[config.mk]
export PLATFORM = sky130hd
export DESIGN_NAME = optical_ook_char_receiver_core
export DESIGN_NICKNAME = d
export VERILOG_FILES = /design/src/rtl/oook_pkg.sv /design/src/rtl/optical_ook_char_receiver_core.sv /design/src/rtl/oook_cfg.sv /design/src/rtl/oook_core.sv
export SDC_FILE = /design/constraint.sdc
export NUM_CORES = 1
export LEC_CHECK = 0
export BUFFER_PORTS_ARGS = -buffer_cell sky130_fd_sc_hd__clkbuf_2
export CAP_MARGIN = 0
export CORE_MARGIN = 4
export CORE_UTILIZATION = 50
export CTS_CLUSTER_SIZE = 24
export DETAILED_ROUTE_END_ITERATION = 8
export PLACE_DENSITY = 0.71
export RECOVER_POWER = 25
export REMOVE_ABC_BUFFERS = 1
export SETUP_SLACK_MARGIN = 0.4
export SYNTH_ARGS = -nofsm -noshare
export SYNTH_HDL_FRONTEND = slang
export SYNTH_SLANG_ARGS = --single-unit
[constraint.sdc]
create_clock -name aclk -period 14 [get_ports aclk]
set_input_delay 4.2 -clock aclk [delete_from_list [all_inputs] [get_ports aclk]]
set_output_delay 4.2 -clock aclk [all_outputs]
set_load 0.05 [all_outputs]
[src/rtl/oook_pkg.sv]
`default_nettype none
package oook_pkg;

    localparam int LEVEL_BITS    = 10;
    localparam int BITS_PER_CHAR = 7;
    localparam int CHAR_W        = 7;
    localparam int THR_W         = 11;
    localparam int OFFSET_W      = 10;
    localparam int TICK_W        = 16;
    localparam int END_CNT_W     = 17;
    localparam int CFG_IDX_W     = 3;
    localparam int CFG_DATA_W    = 16;
    localparam int BIT_CNT_W     = $clog2(BITS_PER_CHAR + 1);
    // Sample minus offset, with headroom for the sign and the clamp test.
    localparam int CAL_W         = (LEVEL_BITS > THR_W ? LEVEL_BITS : THR_W) + 2;

    // Register indexes of the configuration port.
    localparam logic [CFG_IDX_W-1:0] REG_INIT_THR  = 3'd0;
    localparam logic [CFG_IDX_W-1:0] REG_OFFSET    = 3'd1;
    localparam logic [CFG_IDX_W-1:0] REG_PERIOD    = 3'd2;
    localparam logic [CFG_IDX_W-1:0] REG_SYNC_OFF  = 3'd3;
    localparam logic [CFG_IDX_W-1:0] REG_END_TICKS = 3'd4;

    // Reset values of the registers.
    localparam logic signed [THR_W-1:0] INIT_THR_RST  = 11'sd512;
    localparam logic [OFFSET_W-1:0]     OFFSET_RST    = 10'd20;
    localparam logic [TICK_W-1:0]       PERIOD_RST    = 16'd100;
    localparam logic [TICK_W-1:0]       SYNC_OFF_RST  = 16'd998;
    localparam logic [TICK_W-1:0]       END_TICKS_RST = 16'd2000;

    // Result kinds.
    localparam logic KIND_SYNC = 1'b0;
    localparam logic KIND_CHAR = 1'b1;

    typedef struct packed {
        logic [LEVEL_BITS-1:0] light_level;
        logic                  button_pressed;
    } item_t;

    typedef struct packed {
        logic                  result_kind;
        logic [CHAR_W-1:0]     char_value;
        logic                  message_end;
    } result_t;

    typedef struct packed {
        logic signed [THR_W-1:0] init_thr;
        logic [OFFSET_W-1:0]     offset;
        logic [TICK_W-1:0]       period;
        logic [TICK_W-1:0]       sync_off;
        logic [TICK_W-1:0]       end_ticks;
        logic                    thr_load;
    } cfg_t;

endpackage
`default_nettype wire

[src/rtl/optical_ook_char_receiver_core.sv]
// On-off-keyed light receiver with synchronization.
// Input channel (s_valid/s_ready): one item per sensor tick, carrying the light
// sample and the calibration button flag. Result channel (m_valid/m_ready):
// a sync result once the off hold completes, then one item per received
// character with its end-of-message flag. Most ticks produce no result.
// The user must write configuration through cfg_we/cfg_index/cfg_wdata only
// while the block is idle; the block itself does not enforce this. Writing
// the initial threshold also reloads the working threshold. An accepted item
// is held in the input register and processed once the output slot is free
// or being emptied; its result is loaded into the output register at that
// edge. One item is taken every cycle while the result channel does not
// stall; the per-tick compares and counter updates lie between the registers.
// When the receiver holds m_ready low with a result waiting, the processing
// step stalls, the input register fills, and s_ready drops until the result
// is taken. A synchronous active-low reset returns the block to waiting for
// light on, restores the register defaults and empties both registers.
`default_nettype none
module optical_ook_char_receiver_core (
    input  wire logic                             aclk,
    input  wire logic                             aresetn,
    input  wire logic                             s_valid,
    output logic                                  s_ready,
    input  wire logic [oook_pkg::LEVEL_BITS-1:0]  s_light_level,
    input  wire logic                             s_button_pressed,
    output logic                                  m_valid,
    input  wire logic                             m_ready,
    output logic                                  m_result_kind,
    output logic [oook_pkg::CHAR_W-1:0]           m_char_value,
    output logic                                  m_message_end,
    input  wire logic                             cfg_we,
    input  wire logic [oook_pkg::CFG_IDX_W-1:0]   cfg_index,
    input  wire logic [oook_pkg::CFG_DATA_W-1:0]  cfg_wdata
);
    import oook_pkg::*;

    cfg_t    cfg;
    item_t   in_item_reg;
    logic    in_valid_reg;
    result_t out_res_reg;
    logic    out_valid_reg;
    logic    step;
    logic    res_valid;
    result_t res;

    oook_cfg u_cfg (
        .aclk      (aclk),
        .aresetn   (aresetn),
        .cfg_we    (cfg_we),
        .cfg_index (cfg_index),
        .cfg_wdata (cfg_wdata),
        .cfg       (cfg)
    );

    // Process the held item whenever the output slot is free or being emptied.
    assign step    = in_valid_reg && (!out_valid_reg || m_ready);
    assign s_ready = !in_valid_reg || step;

    oook_core u_core (
        .aclk      (aclk),
        .aresetn   (aresetn),
        .cfg       (cfg),
        .step      (step),
        .item      (in_item_reg),
        .res_valid (res_valid),
        .res       (res)
    );

    always_ff @(posedge aclk) begin
        if (!aresetn) begin
            in_valid_reg  <= 1'b0;
            out_valid_reg <= 1'b0;
        end else begin
            if (s_valid && s_ready) begin
                in_valid_reg <= 1'b1;
            end else if (step) begin
                in_valid_reg <= 1'b0;
            end
            if (step && res_valid) begin
                out_valid_reg <= 1'b1;
            end else if (m_ready) begin
                out_valid_reg <= 1'b0;
            end
        end
    end

    always_ff @(posedge aclk) begin
        if (s_valid && s_ready) begin
            in_item_reg.light_level    <= s_light_level;
            in_item_reg.button_pressed <= s_button_pressed;
        end
        if (step && res_valid) begin
            out_res_reg <= res;
        end
    end

    assign m_valid       = out_valid_reg;
    assign m_result_kind = out_res_reg.result_kind;
    assign m_char_value  = out_res_reg.char_value;
    assign m_message_end = out_res_reg.message_end;

endmodule
`default_nettype wire

[src/rtl/oook_cfg.sv]
`default_nettype none
module oook_cfg (
    input  wire logic                             aclk,
    input  wire logic                             aresetn,
    input  wire logic                             cfg_we,
    input  wire logic [oook_pkg::CFG_IDX_W-1:0]   cfg_index,
    input  wire logic [oook_pkg::CFG_DATA_W-1:0]  cfg_wdata,
    output oook_pkg::cfg_t                        cfg
);
    import oook_pkg::*;

    logic signed [THR_W-1:0] init_thr_reg;
    logic [OFFSET_W-1:0]     offset_reg;
    logic [TICK_W-1:0]       period_reg;
    logic [TICK_W-1:0]       sync_off_reg;
    logic [TICK_W-1:0]       end_ticks_reg;

    always_ff @(posedge aclk) begin
        if (!aresetn) begin
            init_thr_reg  <= INIT_THR_RST;
            offset_reg    <= OFFSET_RST;
            period_reg    <= PERIOD_RST;
            sync_off_reg  <= SYNC_OFF_RST;
            end_ticks_reg <= END_TICKS_RST;
        end else if (cfg_we) begin
            case (cfg_index)
                REG_INIT_THR:  init_thr_reg  <= signed'(cfg_wdata[THR_W-1:0]);
                REG_OFFSET:    offset_reg    <= cfg_wdata[OFFSET_W-1:0];
                REG_PERIOD:    period_reg    <= cfg_wdata[TICK_W-1:0];
                REG_SYNC_OFF:  sync_off_reg  <= cfg_wdata[TICK_W-1:0];
                REG_END_TICKS: end_ticks_reg <= cfg_wdata[TICK_W-1:0];
                default: ;
            endcase
        end
    end

    // A threshold write also reloads the working threshold, in the same edge.
    always_comb begin
        cfg.init_thr  = (cfg_we && cfg_index == REG_INIT_THR)
                        ? signed'(cfg_wdata[THR_W-1:0]) : init_thr_reg;
        cfg.thr_load  = cfg_we && (cfg_index == REG_INIT_THR);
        cfg.offset    = offset_reg;
        cfg.period    = period_reg;
        cfg.sync_off  = sync_off_reg;
        cfg.end_ticks = end_ticks_reg;
    end

endmodule
`default_nettype wire

[src/rtl/oook_core.sv]
`default_nettype none
module oook_core (
    input  wire logic            aclk,
    input  wire logic            aresetn,
    input  wire oook_pkg::cfg_t  cfg,
    input  wire logic            step,
    input  wire oook_pkg::item_t item,
    output logic                 res_valid,
    output oook_pkg::result_t    res
);
    import oook_pkg::*;

    typedef enum logic [1:0] {
        WAIT_ON,
        WAIT_OFF,
        HOLD_OFF,
        RECEIVING
    } phase_t;

    phase_t                   phase_reg, phase_next;
    logic signed [THR_W-1:0]  thr_reg, thr_next;
    logic [TICK_W-1:0]        off_cnt_reg, off_cnt_next;
    logic [TICK_W-1:0]        countdown_reg, countdown_next;
    logic [BIT_CNT_W-1:0]     bit_cnt_reg, bit_cnt_next;
    logic [BITS_PER_CHAR-1:0] shift_reg, shift_next;
    logic                     end_act_reg, end_act_next;
    logic [END_CNT_W-1:0]     end_cnt_reg, end_cnt_next;

    logic signed [CAL_W-1:0]  cal;
    logic signed [CAL_W-1:0]  level_s;
    logic                     on;
    logic [END_CNT_W-1:0]     end_cnt_run;
    logic [BIT_CNT_W-1:0]     bit_cnt_inc;
    logic [BITS_PER_CHAR-1:0] shift_inc;

    localparam logic signed [CAL_W-1:0] THR_MAX = CAL_W'(2 ** (THR_W - 1) - 1);
    localparam logic signed [CAL_W-1:0] THR_MIN = -CAL_W'(2 ** (THR_W - 1));

    always_comb begin
        phase_next     = phase_reg;
        thr_next       = thr_reg;
        off_cnt_next   = off_cnt_reg;
        countdown_next = countdown_reg;
        bit_cnt_next   = bit_cnt_reg;
        shift_next     = shift_reg;
        end_act_next   = end_act_reg;
        end_cnt_next   = end_cnt_reg;
        res_valid      = 1'b0;
        res            = '0;

        level_s = signed'(CAL_W'(item.light_level));
        cal     = level_s - signed'(CAL_W'(cfg.offset));

        // Calibration is only honored before the off hold starts.
        if ((phase_reg == WAIT_ON || phase_reg == WAIT_OFF) && item.button_pressed) begin
            if (cal > THR_MAX) begin
                thr_next = THR_MAX[THR_W-1:0];
            end else if (cal < THR_MIN) begin
                thr_next = THR_MIN[THR_W-1:0];
            end else begin
                thr_next = cal[THR_W-1:0];
            end
        end
        on = level_s > CAL_W'(thr_next);

        end_cnt_run = end_cnt_reg;
        if (end_act_reg && end_cnt_reg != {END_CNT_W{1'b1}}) begin
            end_cnt_run = end_cnt_reg + 1'b1;
        end
        bit_cnt_inc = bit_cnt_reg + 1'b1;
        shift_inc   = {shift_reg[BITS_PER_CHAR-2:0], on};

        case (phase_reg)
            WAIT_ON: begin
                if (on) begin
                    phase_next = WAIT_OFF;
                end
            end
            WAIT_OFF, HOLD_OFF: begin
                if (on) begin
                    phase_next = WAIT_OFF;
                end else begin
                    if (phase_reg == WAIT_OFF) begin
                        phase_next   = HOLD_OFF;
                        off_cnt_next = '0;
                    end else if (off_cnt_reg != {TICK_W{1'b1}}) begin
                        off_cnt_next = off_cnt_reg + 1'b1;
                    end
                    if (off_cnt_next >= cfg.sync_off) begin
                        phase_next     = RECEIVING;
                        countdown_next = cfg.period >> 1;
                        bit_cnt_next   = '0;
                        shift_next     = '0;
                        res_valid      = 1'b1;
                        res.result_kind = KIND_SYNC;
                    end
                end
            end
            RECEIVING: begin
                end_cnt_next = end_cnt_run;
                if (countdown_reg > TICK_W'(1)) begin
                    countdown_next = countdown_reg - 1'b1;
                end else begin
                    countdown_next = cfg.period;
                    shift_next     = shift_inc;
                    bit_cnt_next   = bit_cnt_inc;
                    // The last bit's sample doubles as the end-of-message check.
                    if (bit_cnt_inc >= BIT_CNT_W'(BITS_PER_CHAR)) begin
                        res_valid       = 1'b1;
                        res.result_kind = KIND_CHAR;
                        res.char_value  = CHAR_W'(shift_inc);
                        if (on) begin
                            if (!end_act_reg) begin
                                end_act_next = 1'b1;
                                end_cnt_next = '0;
                            end
                            res.message_end = end_cnt_next > END_CNT_W'(cfg.end_ticks);
                        end else begin
                            end_act_next = 1'b0;
                            end_cnt_next = '0;
                        end
                        bit_cnt_next = '0;
                        shift_next   = '0;
                    end
                end
            end
            default: phase_next = WAIT_ON;
        endcase
    end

    always_ff @(posedge aclk) begin
        if (!aresetn) begin
            phase_reg     <= WAIT_ON;
            thr_reg       <= INIT_THR_RST;
            off_cnt_reg   <= '0;
            countdown_reg <= '0;
            bit_cnt_reg   <= '0;
            shift_reg     <= '0;
            end_act_reg   <= 1'b0;
            end_cnt_reg   <= '0;
        end else if (cfg.thr_load) begin
            thr_reg <= cfg.init_thr;
        end else if (step) begin
            phase_reg     <= phase_next;
            thr_reg       <= thr_next;
            off_cnt_reg   <= off_cnt_next;
            countdown_reg <= countdown_next;
            bit_cnt_reg   <= bit_cnt_next;
            shift_reg     <= shift_next;
            end_act_reg   <= end_act_next;
            end_cnt_reg   <= end_cnt_next;
        end
    end

endmodule
`default_nettype wire
==> impl_metrics.py, run 1 <==
metrics = {
    "floorplanning": {
        "dieWidth_um": 141,
        "num_rows": 48,
        "die_area_um2": 20000,
        "core_area_um2": 17400,
        "start_util": 0.513,
        "io_pins": 46,
        "die_y_um": 141,
    },
    "timing": {
        "setup_slack_ps": 4750,
        "slew_headroom": -1.11,
        "min_period_ps": 9250,
        "fin_setup_tns_ps": 0,
        "finalHoldViolations": 0,
        "max_freq_mhz": 108,
        "rsz0062_at_grt": "no",
        "finalCritPeriodShare": 0.660,
        "worst_pin_slew_ps": 3170,
        "setup_viol": 0,
        "clock_skew_ps": 11.7,
        "final_max_slew_viol_count": 67,
    },
    "global_routing": {
        "antenna_found_initial": 0,
        "grt_pass1_vias": 7295,
        "grt-ovfl-total": 0,
        "grt_max_degree": 67,
        "grt_pass1_wl_um": 36300,
        "track_usage": 0.226,
    },
    "finish": {
        "fin_area_um2": 9790,
        "layout-drive-gt1-share": 0.0914,
        "largest_reg_flops": 17,
        "postLayoutCoreUtil": 0.564,
        "area_delta_synth_final_pct": 9.96,
        "n_antenna_cell": 0,
        "final_cells": 1363,
        "nets": 1223,
    },
    "worst_setup_path": {
        "path_cells": "clkbuf_2 -> nor2b_1 -> nand2_1 -> clkbuf_2",
        "crit_start": "m_ready",
        "cp.buffers_inverters": 2,
        "path_common_cell": "clkbuf_2",
        "crit_family": "simple AND/OR/NAND/NOR gates",
        "endpoint_kind": "output pin",
        "cpPeakStageDelay_ps": 370,
        "cp_max_fo": 5,
        "cp.required_ps": 9800,
        "crit_slowest_cell": "nor2b_1",
        "worst_r2r_startpoint": "in_item_reg[1]",
        "arrival_ps": 5050,
        "crit_path_start_kind": "input port",
        "path_class": "in2out",
    },
    "logic_synthesis": {
        "yosysTopAreaCellShare": 0.297,
        "ys_top_cells_by_count": "169 x nand2_1, 132 x dfxtp_1, 98 x a21oi_1",
        "netlist_area_um2": 8900,
        "yosysMostFrequentCell": "nand2_1",
        "synth_area_leaders": "dfxtp_1 30%, ha_1 8.7%, nand2_1 7.1%, edfxtp_1 6.7%, a21oi_1 5.5%",
        "avgSynthCellArea_um2": 8.03,
        "ys_seq_area_frac": 0.364,
        "syn_inst": 1109,
        "ys_warn_count": 0,
        "synth-main-ff-cell": "dfxtp_1",
        "yosys.area.top_type": "dfxtp_1",
        "ys_ff_latch": 152,
        "synth_edf_count": 20,
        "async_flop_share": 0,
        "synthDistinctLibCells": 71,
    },
    "clock_network": {
        "cts_resized": 0,
        "root_buffer": "clkbuf_16",
        "cts_buffer_depth": 2,
        "clk-insertion-delay-late_ps": 440,
        "post-cts-setup-buffers": 0,
        "h-tree-depth": 4,
        "cts_hold_buf": 0,
        "clk_pin_slew_worst_paths_ps": 60,
        "cts_made_buffers": 17,
        "numClockSinks": 152,
        "cts_tree": "built",
    },
    "power": {
        "swShare": 0.294,
        "intPower_w": 0.000778,
        "peakVddDrop_v": 0.000102,
        "p_leak_nw": 3.76,
        "p_per_area_nw_per_um2": 113,
        "clkPwrFrac": 0.427,
        "power_frac_seq": 0.418,
        "p_sw_w": 0.000324,
        "combPwrFrac": 0.155,
    },
    "routing": {
        "post_drt_wl_per_cell_um": 16.3,
        "vias": 7785,
        "wl_um": 22200,
        "viasPerCell": 5.71,
        "firstDrtPassIters": 5,
        "drtIter0Drc": 606,
        "ant_nets": 0,
        "drc": 0,
    },
    "place": {
        "hpwl_um": 15600,
        "gp_congestion": 0.911,
        "placed_area_um2": 9230,
        "place_inst": 1331,
        "dp_slack_ps": 4760,
        "io_buffers": 45,
    },
    "outcome": {
        "outcome": "complete, but fails checks",
        "violations": "max-capacitance violations, max-slew violations",
    },
    "flow_run": {
        "cap_violations": 1,
    },
    "min_path": {
        "worstHoldStart": "u_core.shift_reg[5]",
        "hold_class": "reg2reg",
    },
}
==> power by group through the flow <==
stage          registers, W  logic (W)  clock network [W]
2_1_floorplan      0.000468   0.000118                  0
3_3_place_gp       0.000470   0.000168                  0
3_5_place_dp       0.000470   0.000170                  0
4_1_cts            0.000460   0.000172           0.000474
5_1_grt            0.000461   0.000190           0.000492
6_report           0.000460   0.000171           0.000470
==> kinds of logic after synthesis <==
| logic type | count (synthesis) | share of synthesized area |
|---|---|---|
| simple gates | 442 | 0.236 |
| compound gates | 267 | 0.190 |
| flops | 152 | 0.364 |
| buf+inv | 121 | 0.0547 |
| fa+ha+maj | 63 | 0.0894 |
| xor+xnor | 45 | 0.0443 |
| mux | 19 | 0.0215 |
==> worst min-delay path: cells and delay by family (launching register included) <==
family	cells	cell delay (ps)
flops	1	310
compound gates	1	50
simple gates	1	50
==> metrics by stage <==
| step | power (W) | hold slack (ps) |
|---|---|---|
| 3_3_place_gp | 0.000638 | 433 |
| 5_1_grt | 0.00114 | 475 |
| 6_report | 0.00110 | 446 |
| 4_1_cts | 0.00111 | 449 |
| 2_1_floorplan | 0.000586 | 424 |
| 3_5_place_dp | 0.000640 | 440 |
==> area by class of cell <==
cell class | instances | area (um2)
well taps | 225 | 282
clock buffers | 17 | 425
inverters | 64 | 240
multi-input cells | 836 | 5150
clock inverters | 15 | 168
repair buffers | 54 | 279
flip-flops and latches | 152 | 3240
fillers | 1595 | 7570
==> path summary, 6_finish.rpt <==
check,endpoint,slack (ps),cells after the start
worst max-delay path,s_ready,4750,4
worst min-delay path,u_core.shift_reg[5],450,2
worst min register to register,u_core.shift_reg[5],450,2
worst max register to register,u_core.off_cnt_reg[8],8290,19
==> cell usage in the layout (no fill, tap or decap), types with 7 or more instances in the layout <==
cell       netlist  layout
edfxtp_1        20      20
o211ai_1        26      26
clkbuf_16        0      17
and2_0           0       7
o21ai_1         25      25
nor2b_1         11      11
nor4_1           8       9
dfxtp_1        132     132
o21ai_0         40      40
nor3_1          17      17
and2_1          14       7
nand2b_1         9       9
xor2_1          16      16
or3_1            9       9
a21oi_1         98      98
mux2i_1         18      18
nor2_1          95      95
and3_1          17      17
xnor2_1         29      29
o31ai_2          7       7
nand2_1        169     169
inv_1           62      63
a21o_1          10      10
a211oi_1         9      10
nand4_1         12      12
nand3_1         44      44
clkbuf_2         0      43
o21a_1           7       7
nand3b_1        11      11
ha_1            62      62
==> metal layers <==
metal  vias up  share of wire  track usage
li1       3920              -            -
met1      3647           0.46        0.310
met2       185           0.46        0.358
met3        33          0.058       0.0431
met4         0          0.022       0.0773
met5         -              0            0
(Power assumes the default switching activity.)
==> inputs of run 2 (changes only) <==
- PLACE_DENSITY: 0.71 -> 0.74
- clock period: 14 -> 7.95 ns (I/O delays scaled with it)
==> impl_metrics.py, run 2 (synthesis results as in run 1) <==
metrics = {
    "worst_setup_path": {
        "cp.buffers_inverters": 2,
        "cpPeakStageDelay_ps": 890,
        "crit_path_start_kind": "flip-flop",
        "cp.required_ps": 8320,
        "endpoint_kind": "flip-flop",
        "crit_family": "compound AO/OA/AOI/OAI gates",
        "arrival_ps": 5830,
        "cp_max_fo": 18,
        "path_class": "reg2reg",
        "crit_slowest_cell": "and3_1",
        "path_cells": "inv_1 -> ha_1 -> inv_1 -> fa_1 -> a211oi_1 -> o21bai_1 -> a21oi_1 -> xor2_1 -> nor2_1 -> a21oi_1 -> ha_1 -> or4_1 -> o31a_1 -> a211oi_2 -> and3_1 -> and2b_2 -> a22oi_1 -> nor2_1",
    },
    "global_routing": {
        "grt_max_degree": 67,
        "antenna_found_initial": 0,
        "grt_pass1_wl_um": 35900,
        "grt-ovfl-total": 0,
        "grt_pass1_vias": 7188,
        "track_usage": 0.221,
    },
    "timing": {
        "min_period_ps": 5470,
        "fin_setup_tns_ps": 0,
        "worst_pin_slew_ps": 1110,
        "slew_headroom": 0.261,
        "final_max_slew_viol_count": 0,
        "finalCritPeriodShare": 0.688,
        "finalHoldViolations": 0,
        "hold_slack_ps": 446,
        "rsz0062_at_grt": "no",
        "clock_skew_ps": 9.79,
        "setup_slack_ps": 2480,
        "max_freq_mhz": 183,
        "setup_viol": 0,
    },
    "finish": {
        "final_cell_mix": "169 x nand2_1, 132 x dfxtp_1, 98 x a21oi_1",
        "nets": 1222,
        "fin_area_um2": 9750,
        "n_antenna_cell": 0,
        "layout-drive-gt1-share": 0.0836,
        "mostFrequentLayoutCell": "nand2_1",
        "postLayoutCoreUtil": 0.561,
        "area_delta_synth_final_pct": 9.46,
        "largest_reg_flops": 17,
    },
    "clock_network": {
        "root_buffer": "clkbuf_16",
        "cts_made_buffers": 17,
        "cts_resized": 0,
        "numClockSinks": 152,
        "clk-insertion-delay-late_ps": 440,
        "clk_pin_slew_worst_paths_ps": 60,
        "cts_hold_buf": 0,
        "cts_tree": "built",
        "cts_buffer_depth": 2,
        "post-cts-setup-buffers": 0,
        "h-tree-depth": 4,
    },
    "floorplanning": {
        "die_area_um2": 20000,
        "core_area_um2": 17400,
        "die_y_um": 141,
        "io_pins": 46,
        "start_util": 0.513,
        "num_rows": 48,
        "dieWidth_um": 141,
    },
    "place": {
        "dp_slack_ps": 2490,
        "io_buffers": 45,
        "gp_congestion": 0.920,
        "placed_area_um2": 9220,
        "hpwl_um": 15300,
    },
    "routing": {
        "firstDrtPassIters": 5,
        "wl_um": 21900,
        "ant_nets": 0,
        "drtIter0Drc": 512,
        "post_drt_wl_per_cell_um": 16.0,
        "drc": 0,
        "vias": 7807,
        "viasPerCell": 5.73,
    },
    "power": {
        "peakVddDrop_v": 0.000165,
        "p_leak_nw": 3.73,
        "p_per_area_nw_per_um2": 193,
    },
    "flow_run": {
        "cap_violations": 0,
    },
    "outcome": {
        "outcome": "completed",
    },
    "min_path": {
        "hold_class": "reg2reg",
    },
}
[run 2: cell count changes in the layout (fill, tap and decap cells not counted), sizes merged]
cell	before	now
buf	6	8
bufinv	2	1
clkbuf	65	67
clkinvlp	4	2
clkinv	3	5
inv	70	66
[run 2: path summary, 6_finish.rpt]
check | slack, ps | end | cells after the start | from
max reg2reg | 2480 | u_core.off_cnt_reg[4] | 18 | in_item_reg[1]
min | 450 | u_core.shift_reg[5] | 2 | u_core.shift_reg[5]
max | 2480 | u_core.off_cnt_reg[4] | 18 | in_item_reg[1]
min reg2reg | 450 | u_core.shift_reg[5] | 2 | u_core.shift_reg[5]
[run 2: cell type report]
type                            instances  area (um2)
Clock buffer                           22         454
Clock inverter                         10        96.3
Fill cell                            1582        7610
Inverter                               64         240
Multi-Input combinational cell        836        5160
Sequential cell                       152        3240
Tap cell                              225         282
Timing Repair Buffer                   53         272
[run 2: layer usage]
layer / up-vias / share of wire / track usage
met1: 3658 / 0.45 / 0.297
met2: 191 / 0.47 / 0.356
met4: 0 / 0.022 / 0.0732
li1: 3922 / - / -
met5: - / 0 / 0
met3: 36 / 0.060 / 0.0462
[run 2: metrics by stage]
step                total power [W]  cells
CTS                         0.00189   1362
global placement            0.00112   1330
global route                0.00196   1362
finish                      0.00188   1362
detailed placement          0.00112   1330
floorplan                   0.00103   1052
[run 2: where the power goes]
group / switching [W] / total [W] / internal (W) / leakage [nW]
Combinational: 0.000197 / 0.000300 / 0.000103 / 2.21
Sequential: 0.0000131 / 0.000811 / 0.000798 / 1.25
Clock: 0.000329 / 0.000769 / 0.000440 / 0.265
[run 2: worst min-delay path: stages, from the launching register on]
cell and delay, ps:
dfxtp_1 300, nand2_1 50, o21ai_1 50
==> inputs of run 3 (changes only) <==
- ABC_AREA: unset -> 1
- PLACE_DENSITY: 0.74 -> 0.71
- clock period: 7.95 -> 5.4 ns (I/O delays scaled with it)
==> impl_metrics.py, run 3 <==
metrics = {
    "outcome": {
        "violations": "max-capacitance violations, max-slew violations",
        "outcome": "complete, but fails checks",
    },
    "finish": {
        "final_cell_mix": "256 x nand2_1, 183 x inv_1, 151 x nor2_1",
        "postLayoutCoreUtil": 0.563,
        "nets": 1450,
        "mostFrequentLayoutCell": "nand2_1",
        "layout-drive-gt1-share": 0.0901,
        "nFillCells": 1738,
        "area.sequential_um2": 3240,
        "n_antenna_cell": 0,
        "multi_input_area_um2": 5090,
        "area_delta_synth_final_pct": 9.81,
        "largest_reg_flops": 17,
    },
    "place": {
        "io_buffers": 45,
        "hpwl_um": 16800,
        "gp_congestion": 0.873,
        "dp_slack_ps": 1290,
    },
    "worst_setup_path": {
        "cpPeakStageDelay_ps": 650,
        "cp_max_fo": 31,
        "crit_slowest_cell": "o21ai_1",
        "crit_path_start_kind": "flip-flop",
        "crit_start": "u_core.phase_reg[1]",
        "path_common_cell": "nand2_1",
        "path_class": "reg2reg",
        "endpoint_kind": "flip-flop",
        "cp.required_ps": 5760,
        "worst_r2r_startpoint": "u_core.phase_reg[1]",
        "arrival_ps": 4600,
        "path_cells": "inv_1 -> ha_1 -> o21ai_1 -> inv_1 -> or2_2 -> o21a_1 -> inv_1 -> ha_1 -> nand3_1 -> nand2_1 -> nand2_1 -> nand2_1 -> nand2_1 -> nand2_1 -> nand2_1 -> nand2_1 -> nand2_2 -> nand3_2 -> nand2_4 -> nand2_4 -> nand2_1 -> nand2_1 -> nor2_1",
    },
    "clock_network": {
        "cts_tree": "built",
        "numClockSinks": 152,
        "clk-insertion-delay-late_ps": 430,
        "h-tree-depth": 4,
        "root_buffer": "clkbuf_16",
        "cts_resized": 0,
        "clk_pin_slew_worst_paths_ps": 60,
        "cts_buffer_depth": 2,
        "cts_made_buffers": 17,
        "cts_hold_buf": 0,
        "post-cts-setup-buffers": 0,
    },
    "power": {
        "p_leak_nw": 4.64,
        "p_total_w": 0.00318,
        "power_frac_seq": 0.385,
        "swShare": 0.312,
        "p_per_area_nw_per_um2": 311,
        "peakVddDrop_v": 0.000233,
        "clkPwrFrac": 0.403,
        "combPwrFrac": 0.212,
        "intPower_w": 0.00218,
        "p_sw_w": 0.000993,
    },
    "global_routing": {
        "track_usage": 0.235,
        "grt_pass1_wl_um": 39200,
        "grt_pass1_vias": 7908,
        "grt_max_degree": 98,
        "antenna_found_initial": 0,
        "grt-ovfl-total": 0,
    },
    "timing": {
        "clock_skew_ps": 15.3,
        "rsz0062_at_grt": "no",
        "worst_pin_slew_ps": 1810,
        "fin_setup_tns_ps": 0,
        "final_max_slew_viol_count": 98,
        "finalCritPeriodShare": 0.785,
        "slew_headroom": -0.209,
        "finalHoldViolations": 0,
        "setup_viol": 0,
        "min_period_ps": 4240,
        "max_freq_mhz": 236,
        "setup_slack_ps": 1160,
        "hold_slack_ps": 459,
    },
    "floorplanning": {
        "core_area_um2": 18100,
        "dieWidth_um": 144,
        "die_area_um2": 20900,
        "die_y_um": 144,
        "num_rows": 49,
        "start_util": 0.513,
        "io_pins": 46,
    },
    "routing": {
        "firstDrtPassIters": 6,
        "wl_um": 24000,
        "vias": 8749,
        "post_drt_wl_per_cell_um": 15.1,
        "drc": 0,
        "drtIter0Drc": 860,
        "ant_nets": 0,
        "viasPerCell": 5.49,
    },
    "logic_synthesis": {
        "yosysTopAreaCellShare": 0.284,
        "yosysMostFrequentCell": "nand2_1",
        "netlist_area_um2": 9310,
        "synth_area_leaders": "dfxtp_1 28%, nand2_1 10%, ha_1 8.3%, inv_1 7.4%, a21oi_1 7.2%",
        "ys_ff_latch": 152,
        "ys_warn_count": 0,
        "async_flop_share": 0,
        "ys_top_cells_by_count": "254 x nand2_1, 183 x inv_1, 150 x nor2_1",
        "yosys.area.top_type": "dfxtp_1",
        "syn_inst": 1329,
        "synth_edf_count": 20,
        "avgSynthCellArea_um2": 7.01,
        "synthDistinctLibCells": 56,
        "ys_seq_area_frac": 0.348,
        "synth-main-ff-cell": "dfxtp_1",
    },
    "min_path": {
        "hold_class": "reg2reg",
        "worstHoldStart": "u_cfg.end_ticks_reg[11]",
    },
    "flow_run": {
        "cap_violations": 1,
    },
}
## run 3: cell count changes after synthesis, sizes merged, moves of 20 or more
| cell | before | now |
|---|---|---|
| inv | 64 | 190 |
| nand2 | 169 | 265 |
| nor2 | 96 | 165 |
| o21ai | 67 | 119 |
| a21oi | 98 | 135 |
| nand3 | 45 | 65 |
| xnor2 | 29 | 9 |
## run 3: path summary, 6_finish.rpt
path	to	cells after the start	slack [ps]
setup / recovery	u_core.countdown_reg[10]	23	1160
hold / removal	u_cfg.end_ticks_reg[11]	2	460
setup reg to reg	u_core.countdown_reg[10]	23	1160
hold reg to reg	u_cfg.end_ticks_reg[11]	2	460
## run 3: layer usage
metal | up-vias | routed length (um) | share of wire | GRT usage
li1 | 4418 | - | - | -
met1 | 3993 | 11000 | 0.46 | 0.322
met2 | 288 | 11000 | 0.46 | 0.377
met3 | 50 | 1330 | 0.055 | 0.0403
met4 | 0 | 618 | 0.026 | 0.0820
met5 | - | 0 | 0 | 0
## run 3: power by group through the flow
stage	registers [W]	clock network, W	logic (W)
final	0.00122	0.00128	0.000672
after CTS	0.00122	0.00129	0.000671
after floorplan	0.00124	0	0.000483
after global placement	0.00125	0	0.000651
after detailed placement	0.00125	0	0.000663
after global routing	0.00123	0.00134	0.000762
## run 3: metrics by stage
stage / instances / instance area, um2
5_1_grt: 1594 / 10200
6_report: 1594 / 10200
3_5_place_dp: 1562 / 9620
2_1_floorplan: 1284 / 9080
3_3_place_gp: 1562 / 9620
4_1_cts: 1594 / 10200
## run 3: final cells by class
class / count / area share
Tap cell: 229 / 0.0280
Clock inverter: 11 / 0.0170
Timing Repair Buffer: 49 / 0.0244
Multi-Input combinational cell: 940 / 0.498
Inverter: 192 / 0.0712
Clock buffer: 21 / 0.0441
Sequential cell: 152 / 0.317
## run 3: worst max-delay path, delay by kind of cell (launching register included)
kind,cells,cell delay [ps]
buffers and inverters,3,480
adder cells (fa/ha/maj),2,640
AO/OA/AOI/OAI,2,770
flip-flops,1,330
AND/OR/NAND/NOR,16,1930
## run 3: logic make-up after synthesis
kind of cell             Yosys count  synth area share
flip-flops                       152             0.348
buffers and inverters            237             0.103
AO/OA/AOI/OAI                    309             0.183
adder cells (fa/ha/maj)           63            0.0855
XOR/XNOR                          22            0.0207
AND/OR/NAND/NOR                  546             0.260
